==> config.mk <==
export PLATFORM = sky130hd
export DESIGN_NAME = max_pool_2x2_stride2_unit
export DESIGN_NICKNAME = d
export VERILOG_FILES = /design/src/rtl/mp2_pkg.sv /design/src/rtl/mp2_ram.sv /design/src/rtl/mp2_ctrl.sv /design/src/rtl/mp2_obuf.sv /design/src/rtl/max_pool_2x2_stride2_unit.sv
export SDC_FILE = /design/constraint.sdc
export NUM_CORES = 2
export LEC_CHECK = 0
export BUFFER_PORTS_ARGS = -buffer_cell sky130_fd_sc_hd__buf_2
export CELL_PAD_IN_SITES_DETAIL_PLACEMENT = 1
export CELL_PAD_IN_SITES_GLOBAL_PLACEMENT = 2
export CORE_AREA = 2 2 300 598
export CTS_BUF_LIST = sky130_fd_sc_hd__clkbuf_16
export DETAILED_ROUTE_END_ITERATION = 10
export DIE_AREA = 0 0 302 600
export PLACE_DENSITY_LB_ADDON = 0.1
export SLEW_MARGIN = 40
export SYNTH_ARGS = -nofsm -noshare
export SYNTH_HDL_FRONTEND = slang
export SYNTH_HIERARCHICAL = 1
export SYNTH_SLANG_ARGS = --single-unit
==> constraint.sdc <==
create_clock -name i_clk -period 7.57 [get_ports i_clk]
set_input_delay 1.514 -clock i_clk [delete_from_list [all_inputs] [get_ports i_clk]]
set_output_delay 1.514 -clock i_clk [all_outputs]
set_load 0.02 [all_outputs]
==> src/rtl/mp2_pkg.sv <==
package mp2_pkg;

    localparam int DATA_W     = 16;
    localparam int MAX_WIDTH  = 256;
    localparam int BUF_DEPTH  = MAX_WIDTH / 2;
    localparam int BUF_AW     = $clog2(BUF_DEPTH);
    localparam int COL_W      = BUF_AW + 1;
    localparam int ROW_W      = 12;
    localparam int CHAN_W     = 10;
    localparam int CC_W       = 11;
    localparam int IH_W       = 13;
    localparam int IW_W       = 9;
    localparam int APB_AW     = 4;
    localparam int APB_DW     = 32;
    localparam int MAX_CHANS  = 1024;
    localparam int MAX_HEIGHT = 4096;
    localparam int MIN_DIM    = 2;
    localparam int WMAX       = (MAX_WIDTH < 256) ? MAX_WIDTH : 256;

    typedef enum logic [1:0] {
        REG_CHANNEL_COUNT = 2'd0,
        REG_INPUT_HEIGHT  = 2'd1,
        REG_INPUT_WIDTH   = 2'd2
    } t_reg_idx;

    typedef logic signed [DATA_W-1:0] t_data;

    typedef struct packed {
        logic [CHAN_W-1:0] chan_last;
        logic [ROW_W-1:0]  row_last;
        logic [ROW_W-2:0]  out_h_last;
        logic [COL_W-1:0]  col_last;
        logic [COL_W-2:0]  out_w_last;
    } t_cfg;

    typedef struct packed {
        t_data value;
        logic  row_end;
        logic  channel_end;
        logic  frame_end;
    } t_result;

    function automatic t_data smax(input t_data a, input t_data b);
        return (a > b) ? a : b;
    endfunction

    function automatic t_cfg cfg_decode(input logic [CC_W-1:0] cc,
                                        input logic [IH_W-1:0] ih,
                                        input logic [IW_W-1:0] iw);
        logic [CC_W-1:0] chans;
        logic [IH_W-1:0] h;
        logic [IW_W-1:0] w;
        t_cfg            c;
        if (cc == '0) begin
            chans = CC_W'(1);
        end else if (cc > CC_W'(MAX_CHANS)) begin
            chans = CC_W'(MAX_CHANS);
        end else begin
            chans = cc;
        end
        if (ih < IH_W'(MIN_DIM)) begin
            h = IH_W'(MIN_DIM);
        end else if (ih > IH_W'(MAX_HEIGHT)) begin
            h = IH_W'(MAX_HEIGHT);
        end else begin
            h = ih;
        end
        if (iw < IW_W'(MIN_DIM)) begin
            w = IW_W'(MIN_DIM);
        end else if (iw > IW_W'(WMAX)) begin
            w = IW_W'(WMAX);
        end else begin
            w = iw;
        end
        c.chan_last  = CHAN_W'(chans - CC_W'(1));
        c.row_last   = ROW_W'(h - IH_W'(1));
        c.out_h_last = (ROW_W-1)'(h[IH_W-1:1] - (IH_W-1)'(1));
        c.col_last   = COL_W'(w - IW_W'(1));
        c.out_w_last = (COL_W-1)'(w[IW_W-1:1] - (IW_W-1)'(1));
        return c;
    endfunction

endpackage

==> src/rtl/mp2_ram.sv <==
module mp2_ram #(
    parameter int WIDTH = 16,
    parameter int DEPTH = 128
) (
    input  logic                     i_clk,
    input  logic                     i_we,
    input  logic [$clog2(DEPTH)-1:0] i_waddr,
    input  logic [WIDTH-1:0]         i_wdata,
    input  logic                     i_re,
    input  logic [$clog2(DEPTH)-1:0] i_raddr,
    output logic [WIDTH-1:0]         o_rdata
);

    logic [WIDTH-1:0] r_mem [DEPTH];
    logic [WIDTH-1:0] r_rdata;

    always_ff @(posedge i_clk) begin
        if (i_we) begin
            r_mem[i_waddr] <= i_wdata;
        end
        if (i_re) begin
            r_rdata <= r_mem[i_raddr];
        end
    end

    assign o_rdata = r_rdata;

endmodule

==> src/rtl/mp2_ctrl.sv <==
module mp2_ctrl
    import mp2_pkg::*;
(
    input  logic              i_clk,
    input  logic              i_rst_n,
    input  t_cfg              i_cfg,
    input  logic              i_accept,
    input  t_data             i_sample,
    output logic              o_ram_re,
    output logic [BUF_AW-1:0] o_ram_raddr,
    output logic              o_ram_we,
    output logic [BUF_AW-1:0] o_ram_waddr,
    output t_data             o_ram_wdata,
    input  t_data             i_ram_rdata,
    output logic              o_push,
    output t_result           o_result
);

    logic [COL_W-1:0]  r_col,  n_col;
    logic [ROW_W-1:0]  r_row,  n_row;
    logic [CHAN_W-1:0] r_chan, n_chan;
    t_data             r_pair, n_pair;

    logic              in_range;
    logic [BUF_AW-1:0] slot;
    t_data             pair_m;

    assign slot     = r_col[COL_W-1:1];
    assign in_range = (slot <= i_cfg.out_w_last) && (r_row[ROW_W-1:1] <= i_cfg.out_h_last);
    assign pair_m   = smax(r_pair, i_sample);

    assign o_ram_re    = i_accept && !r_col[0];
    assign o_ram_raddr = slot;
    assign o_ram_we    = i_accept && r_col[0] && in_range && !r_row[0];
    assign o_ram_waddr = slot;
    assign o_ram_wdata = pair_m;

    assign o_push               = i_accept && r_col[0] && in_range && r_row[0];
    assign o_result.value       = smax(i_ram_rdata, pair_m);
    assign o_result.row_end     = (slot == i_cfg.out_w_last);
    assign o_result.channel_end = o_result.row_end && (r_row[ROW_W-1:1] == i_cfg.out_h_last);
    assign o_result.frame_end   = o_result.channel_end && (r_chan == i_cfg.chan_last);

    always_comb begin
        n_col  = r_col;
        n_row  = r_row;
        n_chan = r_chan;
        n_pair = r_pair;
        if (i_accept) begin
            if (!r_col[0] && in_range) begin
                n_pair = i_sample;
            end
            if (r_col >= i_cfg.col_last) begin
                n_col = '0;
                if (r_row >= i_cfg.row_last) begin
                    n_row = '0;
                    if (r_chan >= i_cfg.chan_last) begin
                        n_chan = '0;
                    end else begin
                        n_chan = r_chan + CHAN_W'(1);
                    end
                end else begin
                    n_row = r_row + ROW_W'(1);
                end
            end else begin
                n_col = r_col + COL_W'(1);
            end
        end
    end

    always_ff @(posedge i_clk) begin
        if (!i_rst_n) begin
            r_col  <= '0;
            r_row  <= '0;
            r_chan <= '0;
            r_pair <= '0;
        end else begin
            r_col  <= n_col;
            r_row  <= n_row;
            r_chan <= n_chan;
            r_pair <= n_pair;
        end
    end

    a_no_rw_overlap: assert property (@(posedge i_clk) disable iff (!i_rst_n)
        !(o_ram_we && o_ram_re))
        else $error("line buffer read and write in the same cycle");

    a_push_odd_pos: assert property (@(posedge i_clk) disable iff (!i_rst_n)
        o_push |-> (r_col[0] && r_row[0] && !o_ram_we))
        else $error("result outside an odd row and odd column");

    a_read_before_push: assert property (@(posedge i_clk) disable iff (!i_rst_n)
        o_push |-> !o_ram_re)
        else $error("line buffer read issued on a result cycle");

endmodule

==> src/rtl/mp2_obuf.sv <==
module mp2_obuf
    import mp2_pkg::*;
(
    input  logic    i_clk,
    input  logic    i_rst_n,
    input  logic    i_push,
    input  t_result i_result,
    input  logic    i_m_ready,
    output logic    o_valid,
    output t_result o_result,
    output logic    o_s_ready
);

    logic    r_out_v,  n_out_v;
    logic    r_skid_v, n_skid_v;
    t_result r_out,    n_out;
    t_result r_skid,   n_skid;
    logic    pop;

    assign pop = r_out_v && i_m_ready;

    always_comb begin
        n_out_v  = r_out_v;
        n_skid_v = r_skid_v;
        n_out    = r_out;
        n_skid   = r_skid;
        if (!r_out_v || pop) begin
            if (r_skid_v) begin
                n_out    = r_skid;
                n_out_v  = 1'b1;
                n_skid_v = 1'b0;
            end else begin
                n_out   = i_result;
                n_out_v = i_push;
            end
        end else if (i_push) begin
            n_skid   = i_result;
            n_skid_v = 1'b1;
        end
    end

    always_ff @(posedge i_clk) begin
        if (!i_rst_n) begin
            r_out_v  <= 1'b0;
            r_skid_v <= 1'b0;
        end else begin
            r_out_v  <= n_out_v;
            r_skid_v <= n_skid_v;
        end
        r_out  <= n_out;
        r_skid <= n_skid;
    end

    assign o_valid   = r_out_v;
    assign o_result  = r_out;
    assign o_s_ready = !r_skid_v;

    a_skid_behind_out: assert property (@(posedge i_clk) disable iff (!i_rst_n)
        r_skid_v |-> r_out_v)
        else $error("skid word held with empty output register");

    a_no_push_when_full: assert property (@(posedge i_clk) disable iff (!i_rst_n)
        r_skid_v |-> !i_push)
        else $error("result pushed into a full buffer");

    a_skid_drains: assert property (@(posedge i_clk) disable iff (!i_rst_n)
        (r_skid_v && pop) |=> (r_out_v && !r_skid_v && r_out == $past(r_skid)))
        else $error("skid word lost on drain");

endmodule

==> src/rtl/max_pool_2x2_stride2_unit.sv <==
// Channel   | Direction | Handshake                          | Word
// s_axis    | in        | s_axis_tvalid / s_axis_tready      | tdata[15:0] sample
// m_axis    | out       | m_axis_tvalid / m_axis_tready      | tdata pooled_value, tuser, tlast
// apb       | in        | psel, penable, pwrite, pready = 1  | registers at 0x0, 0x4, 0x8
//
// One sample is taken every cycle while s_axis_tready is high; a result is registered in the
// output buffer when the odd-column sample of an odd row that completes its window is taken.
// The line buffer is one 128-entry RAM, read on the even column and written on the odd one.
// Reset clears the counters and output valid flags and presets the registers; RAM is not cleared.
// A two-word output buffer parts the sides: s_axis_tready drops only when both words wait.
module max_pool_2x2_stride2_unit
    import mp2_pkg::*;
(
    input  logic              i_clk,
    input  logic              i_rst_n,
    input  logic              s_axis_tvalid,
    output logic              s_axis_tready,
    input  logic [15:0]       s_axis_tdata,   // [15:0] sample
    output logic              m_axis_tvalid,
    input  logic              m_axis_tready,
    output logic [15:0]       m_axis_tdata,   // [15:0] pooled_value
    output logic              m_axis_tlast,   // frame_end
    output logic [1:0]        m_axis_tuser,   // [0] row_end, [1] channel_end
    input  logic              psel,
    input  logic              penable,
    input  logic              pwrite,
    input  logic [APB_AW-1:0] paddr,
    input  logic [APB_DW-1:0] pwdata,
    output logic [APB_DW-1:0] prdata,
    output logic              pready
);

    logic [CC_W-1:0]   r_channel_count;
    logic [IH_W-1:0]   r_input_height;
    logic [IW_W-1:0]   r_input_width;
    t_reg_idx          reg_idx;
    logic              cfg_wr;
    t_cfg              cfg;
    logic              accept;
    logic              ram_re, ram_we;
    logic [BUF_AW-1:0] ram_raddr, ram_waddr;
    t_data             ram_wdata, ram_rdata;
    logic              push;
    t_result           result, out_result;

    assign pready  = 1'b1;
    assign reg_idx = t_reg_idx'(paddr[3:2]);
    assign cfg_wr  = psel && penable && pwrite && pready;

    always_ff @(posedge i_clk) begin
        if (!i_rst_n) begin
            r_channel_count <= CC_W'(1);
            r_input_height  <= IH_W'(MIN_DIM);
            r_input_width   <= IW_W'(MIN_DIM);
        end else if (cfg_wr) begin
            case (reg_idx)
                REG_CHANNEL_COUNT: r_channel_count <= pwdata[CC_W-1:0];
                REG_INPUT_HEIGHT:  r_input_height  <= pwdata[IH_W-1:0];
                REG_INPUT_WIDTH:   r_input_width   <= pwdata[IW_W-1:0];
                default: begin
                end
            endcase
        end
    end

    always_comb begin
        case (reg_idx)
            REG_CHANNEL_COUNT: prdata = APB_DW'(r_channel_count);
            REG_INPUT_HEIGHT:  prdata = APB_DW'(r_input_height);
            REG_INPUT_WIDTH:   prdata = APB_DW'(r_input_width);
            default:           prdata = '0;
        endcase
    end

    assign cfg    = cfg_decode(r_channel_count, r_input_height, r_input_width);
    assign accept = s_axis_tvalid && s_axis_tready;

    mp2_ctrl u_ctrl (
        .i_clk       (i_clk),
        .i_rst_n     (i_rst_n),
        .i_cfg       (cfg),
        .i_accept    (accept),
        .i_sample    (t_data'(s_axis_tdata)),
        .o_ram_re    (ram_re),
        .o_ram_raddr (ram_raddr),
        .o_ram_we    (ram_we),
        .o_ram_waddr (ram_waddr),
        .o_ram_wdata (ram_wdata),
        .i_ram_rdata (ram_rdata),
        .o_push      (push),
        .o_result    (result)
    );

    mp2_ram #(
        .WIDTH (DATA_W),
        .DEPTH (BUF_DEPTH)
    ) u_line_buf (
        .i_clk   (i_clk),
        .i_we    (ram_we),
        .i_waddr (ram_waddr),
        .i_wdata (ram_wdata),
        .i_re    (ram_re),
        .i_raddr (ram_raddr),
        .o_rdata (ram_rdata)
    );

    mp2_obuf u_obuf (
        .i_clk     (i_clk),
        .i_rst_n   (i_rst_n),
        .i_push    (push),
        .i_result  (result),
        .i_m_ready (m_axis_tready),
        .o_valid   (m_axis_tvalid),
        .o_result  (out_result),
        .o_s_ready (s_axis_tready)
    );

    assign m_axis_tdata = out_result.value;
    assign m_axis_tuser = {out_result.channel_end, out_result.row_end};
    assign m_axis_tlast = out_result.frame_end;

endmodule

=== After elaboration in Yosys (flattened, before gate mapping) ===
Memory sizes are Yosys's and may differ from the RTL's. A register that Yosys moved wholly into a read port is not among the register bits.
Index checks and enable logic that the tools add are counted.

* Bits in registers: 119
* Latch bits: 0
* RAM bits: 2048
* Memory bits (read-only): 0
* Memories kept: 1

{| class="wikitable"
|+ Memory list
! name !! depth !! width !! read ports !! clocked after memory_dff !! write ports !! line !! source
|-
| u_line_buf.r_mem || 128 || 16 || 1 || 1 || 1 || mp2_ram.sv:14 || <nowiki>logic [WIDTH-1:0] r_mem [DEPTH];</nowiki>
|}

* Add/subtract/negate cells: 8
* Multipliers: 0
* Div/mod/pow operators: 0
* Magnitude comparators: 12
* Equal/unequal tests: 5
* Shifts and indexed selects: 0
* Mux-type cells: 16
* Bitwise logic cells: 2
* Reduce and logical (&&, ||, !) cells: 28

{| class="wikitable"
|+ Operators by type and width
! cell !! count
|-
| case mux 13 bit (3 select lines) || 1
|-
| two-way mux 12 bit || 3
|-
| > comparator 16 bit || 2
|-
| two-way mux 16 bit || 2
|-
| two-way mux 10 bit || 3
|-
| two-way mux 8 bit || 3
|-
| two-way mux 19 bit || 1
|-
| > comparator 13 bit (second input constant) || 1
|-
| logical AND 1 bit || 13
|-
| < comparator 13 x 2 -> 1 bit (second input constant) || 1
|-
| adder 12 x 1 -> 12 bit (second input constant) || 1
|-
| greater-or-equal comparator 12 bit || 1
|-
| AND reduction 2 bit || 6
|-
| subtractor 12 x 1 -> 12 bit (second input constant) || 1
|-
| == test 11 bit || 1
|-
| > comparator 11 bit (second input constant) || 1
|-
| less-or-equal comparator 11 bit || 1
|-
| logical NOT 11 bit || 1
|-
| subtractor 11 x 1 -> 11 bit (second input constant) || 1
|-
| adder 10 x 1 -> 10 bit (second input constant) || 1
|-
| == test 10 bit || 1
|-
| greater-or-equal comparator 10 bit || 1
|-
| subtractor 10 x 1 -> 10 bit (second input constant) || 1
|-
| > comparator 9 bit (second input constant) || 1
|-
| 16 further kinds || 22
|}

=== Depth between registers and ports, before layout ===
* Word-level depth: 10
* Mapped depth: 22

=== Modules after synthesis ===
Netlist, hierarchy kept.

{| class="wikitable"
|+ By module, submodules not included
! module !! times used !! cells an instance !! area an instance (µm²) !! seq. area each (µm²)
|-
| mp2_ram || 1 || 3086 || 78683.0 || 61979.4
|-
| mp2_ctrl || 1 || 573 || 4608.2 || 920.9
|-
| max_pool_2x2_stride2_unit || 1 || 405 || 2976.6 || 660.6
|-
| mp2_obuf || 1 || 68 || 1458.9 || 1181.1
|}

=== Worst setup path before layout ===
No wires, ideal clock.

* Kind: input port to flip-flop
* From: in s_axis_tdata[15]
* To: reg u_obuf.r_out, in the netlist u_obuf/o_result[8] (data pin)
* Arrival: 6.828 ns
* Data required time: 7.310 ns
* Setup slack: 0.483 ns
* Cell stages on the path: 16
* Buffers on the path: 2
* Cells stage by stage: inv_1 -> ha_1 -> nand4_1 -> a2111o_1 -> a311oi_4 -> buf_6 -> mux2_1 -> ha_1 -> nor2b_1 -> o211ai_1 -> a2111oi_0 -> or4_1 -> a31oi_4 -> buf_6 -> mux2_2 -> mux2_2

{| class="wikitable"
|+ RTL lines
! item !! line !! source
|-
| from (decl) || max_pool_2x2_stride2_unit.sv:18 || <nowiki>input logic [15:0] s_axis_tdata,</nowiki>
|-
| to (signal assigned) || mp2_obuf.sv:50 || <nowiki>r_out <= n_out;</nowiki>
|-
| to (decl) || mp2_obuf.sv:16 || <nowiki>t_result r_out, n_out;</nowiki>
|}

==> results.md <==
* Worst-path clk slew at 70 ps
* Layout net count at 4557
* Total number of yosys warnings at 6
* Worst path required time at 8090 ps
* P_sw at 5964 uW
* Die Footprint at 0.1812 mm2
* Share of the synthesized area in the top cell type at 0.7195
* Syn avg cell area at 21.23 um2
* All-Layer GR Usage at 0.2560
* Largest net degree at the start of global routing at 126
* Total core area at 0.1765 mm2
* Register area share after synthesis at 0.7380
* First-pass GRT wire length at 326.7 mm
* Fillers at 14980
* Die height at 600 um
* Hold Path End: u_ctrl/r_pair[2]$_SDFFE_PN0P_
* # IOs at 113
* Power, Total at 26100 uW
* Fin crit share at 0.8906
* Post-CTS Setup Bufs at 0
* R2R Setup Slk at 830 ps
* CP Launch Type: register
* Total negative slack at 0 ps
* FF-to-FF Start: r_input_height[9]$_SDFFE_PN0P_
* Routed Wire Length at 227.5 mm
* Endpoint class of the critical path: register
* Root Driver: clkbuf_16
* Worst-Margin Slew at 936.4 ps
* Hold_buf cts at 0
* Synth async-reset ratio at 0
* Gr ovfl total at 0
* CTS H-tree depth at 4
* Layout Cells excl Fill at 6901
* Netlist cell types at 80
* Min-delay src: u_ctrl/r_pair[2]$_SDFFE_PN0P_
* Row cnt at 218
* VDD IR max at 0.2476 mV
* Initial antenna violation count at 16
* Ranking of synthesized cells by area: edfxtp_1 72%, mux4_2 17%, dfxtp_1 1.8%
* Hold Path Stages at 2
* Pwr per Cell Area at 263.9 mW/mm2
* Status: completed
* Slew Limit Headroom at 0.3757
* Critical path class: reg2reg
* Starting DRT DRC Count at 3065
* Post-layout minimum cycle time at 6742 ps
* Inst Count DP at 6515
* Via count at 41700
* Share of power burned in registers at 0.538
* CTS Buffer Depth at 4
* Post-synth top flop: edfxtp_1
* Setup Skew at 69.64 ps
* Post-synth top area cell: edfxtp_1
* Post-synth EDFFs at 2102
* Worst reg2reg path depth at 20
* Lkg Pwr at 0.03084 uW
* Routability cong. at 0.8472
* Post-cts resize count at 0
* CP arrival at 7260 ps
* CTS sink cnt at 2183
* PortBufs at 71
* Final ANT Viol Nets at 0
* CTS tree: built
* Critical-path maximum fanout at 15
* Fin util at 0.5604
* Detailed Place HPWL at 150.0 mm
* Worst reg2reg endpoint: u_line_buf/r_mem[12][10]$_DFFE_PP_
* Mapped cell area at 0.08773 mm2
* Sw Ratio at 0.2285
* Layout cells sized above 1 at 0.2971
* Cell count after synthesis at 4132
* Area grow syn2layout at 12.73%
* Slew Limit Fails at 0
* Final hold vios at 0
* Avg WL per Cell at 32.97 um
* CTS buffer count at 195
* Class of the worst hold path: reg2reg
* Die width at 302 um
* Worst hold slack at 484.9 ps
* Vias in the first global route at 45350
* Seq cells post-synth at 2183
* Vias per std cell at 6.042
* Initial Util at 0.4971
* Final setup violation count at 0
* # DRC at 0
* Comb power frac at 0.088
* Int Pwr at 20140 uW
* Max Clock Freq at 148.3 MHz
* Worst-Skew Late Latency at 850 ps
* Unrepaired setup endpoints after global routing: false
* Clock network power share at 0.375
* First-pass DRT Iterations at 7
* Max cap viols at 0
## flip-flops by register name (all words and copies together), names as in the netlist
name / cells
u_ctrl/r_chan: 10
u_ctrl/r_row: 12
u_ctrl/r_col: 8
r_input_width: 9
u_obuf/o_valid: 1
u_line_buf/r_mem: 2048
u_ctrl/r_pair: 16
r_channel_count: 11
u_obuf/r_skid: 19
u_line_buf/o_rdata: 16
u_obuf/r_skid_v: 1
r_input_height: 13
u_obuf/o_result: 19
## layout make-up
type                            instances  area [um2]  share of cell area
Multi-Input combinational cell       1614       21580              0.2182
Timing Repair Buffer                  309        3022             0.03055
Sequential cell                      2183       64760              0.6548
Clock buffer                          197        4930             0.04985
Antenna cell                           40       100.1            0.001012
Inverter                              105       394.1            0.003985
Clock inverter                        143        1220             0.01234
Tap cell                             2310        2890             0.02923
## worst max path at each step
stage                     slack, ps                                  to                      startpoint  cells past startpoint
after floorplan                 480        u_obuf/o_result[8]$_DFFE_PP_                s_axis_tdata[15]                     16
after global placement          800       u_obuf/o_result[17]$_DFFE_PP_                s_axis_tdata[11]                     16
after detailed placement        790        u_obuf/o_result[8]$_DFFE_PP_                s_axis_tdata[11]                     16
after CTS                       940  u_line_buf/r_mem[12][10]$_DFFE_PP_  r_input_height[9]$_SDFFE_PN0P_                     20
after global routing            560  u_line_buf/r_mem[108][5]$_DFFE_PP_  r_input_height[9]$_SDFFE_PN0P_                     19
final                           830  u_line_buf/r_mem[12][10]$_DFFE_PP_  r_input_height[9]$_SDFFE_PN0P_                     20
## placed cells by master, fill, tap and decap left out, types with 33 or more instances in the layout
master and instances:
nand2_1 133, nand3_1 34, diode_2 40, nor2_1 184
a21oi_1 40, clkinv_2 33, nor2b_1 42, mux2i_1 48
o21ai_0 40, mux2_2 48, dfxtp_1 74, inv_1 140
ha_1 90, clkinv_1 34, mux4_2 672, buf_2 71
buf_12 61, edfxtp_1 2102, clkbuf_16 197, buf_4 164
## critical path: stages, from the launching register on
cell     delay [ps]
dfxtp_1         430
or4_1           700
nor3_2          400
o21ai_0         290
ha_1            450
o21ai_0         270
nor2_1          110
o32ai_1         270
inv_1            80
ha_1            300
nand4_1         120
nor3_1          480
and4_1          340
a31oi_1         160
nor3_1          280
buf_4           240
nor2b_1         280
nand2_1         410
buf_4           320
nor2_1          240
buf_12          200
## through the flow
stage               setup WS (ps)  cell area [um2]
floorplan                   482.6            87790
global placement            801.4            92420
detailed placement          791.7            92480
CTS                         936.6            98630
global route                555.9            98880
finish                      828.2            98890
## per-layer routing
metal	track usage	vias to the layer above	routed length, um
met4	0.1374	2	13000
li1	-	17640	-
met3	0.02634	405	7494
met5	0	-	13
met2	0.4943	1000	131700
met1	0.2691	22660	75270
## synth_stat cells, drive strengths merged, types with 4 or more instances
| cell type | count |
|---|---|
| edfxtp | 2102 |
| xor2 | 9 |
| o211ai | 5 |
| ha | 90 |
| nand2b | 6 |
| buf | 127 |
| clkbuf | 121 |
| or2 | 5 |
| xnor2 | 17 |
| inv | 104 |
| nor3 | 27 |
| a21oi | 40 |
| dfxtp | 81 |
| nor2b | 42 |
| a211oi | 7 |
| o31ai | 6 |
| nand3b | 8 |
| mux4 | 672 |
| nor3b | 7 |
| a21boi | 13 |
| nand4 | 21 |
| a21o | 9 |
| nor2 | 184 |
| nand4b | 4 |
| mux2 | 68 |
| or3 | 8 |
| or4 | 8 |
| o21ai | 44 |
| mux2i | 48 |
| o22ai | 6 |
| a31oi | 11 |
| o21a | 6 |
| nand2 | 133 |
| and2 | 4 |
| nor4 | 7 |
| nand3 | 34 |
## power by group through the flow
stage               logic, uW  registers [uW]  clock network, uW
finish                   2290           14000               9780
global route             2480           14000              10400
CTS                      2310           14000              10000
detailed placement       2310           14300                  0
global placement         2210           14300                  0
floorplan                1320           14300                  0
## cell families (layout without fill, tap and decap cells)
kind of cell / Yosys count / after routing / share of synthesized area
flip-flops: 2183 / 2183 / 0.7380
AND/OR/NAND/NOR: 508 / 508 / 0.02710
AO/OA/AOI/OAI: 182 / 182 / 0.01436
multiplexers: 788 / 788 / 0.1871
adder cells (fa/ha/maj): 90 / 90 / 0.01284
other: 2 / 60 / 0.00008561
buffers and inverters: 353 / 754 / 0.01791
XOR/XNOR: 26 / 26 / 0.002596
Power figures use the tool's default switching activity.
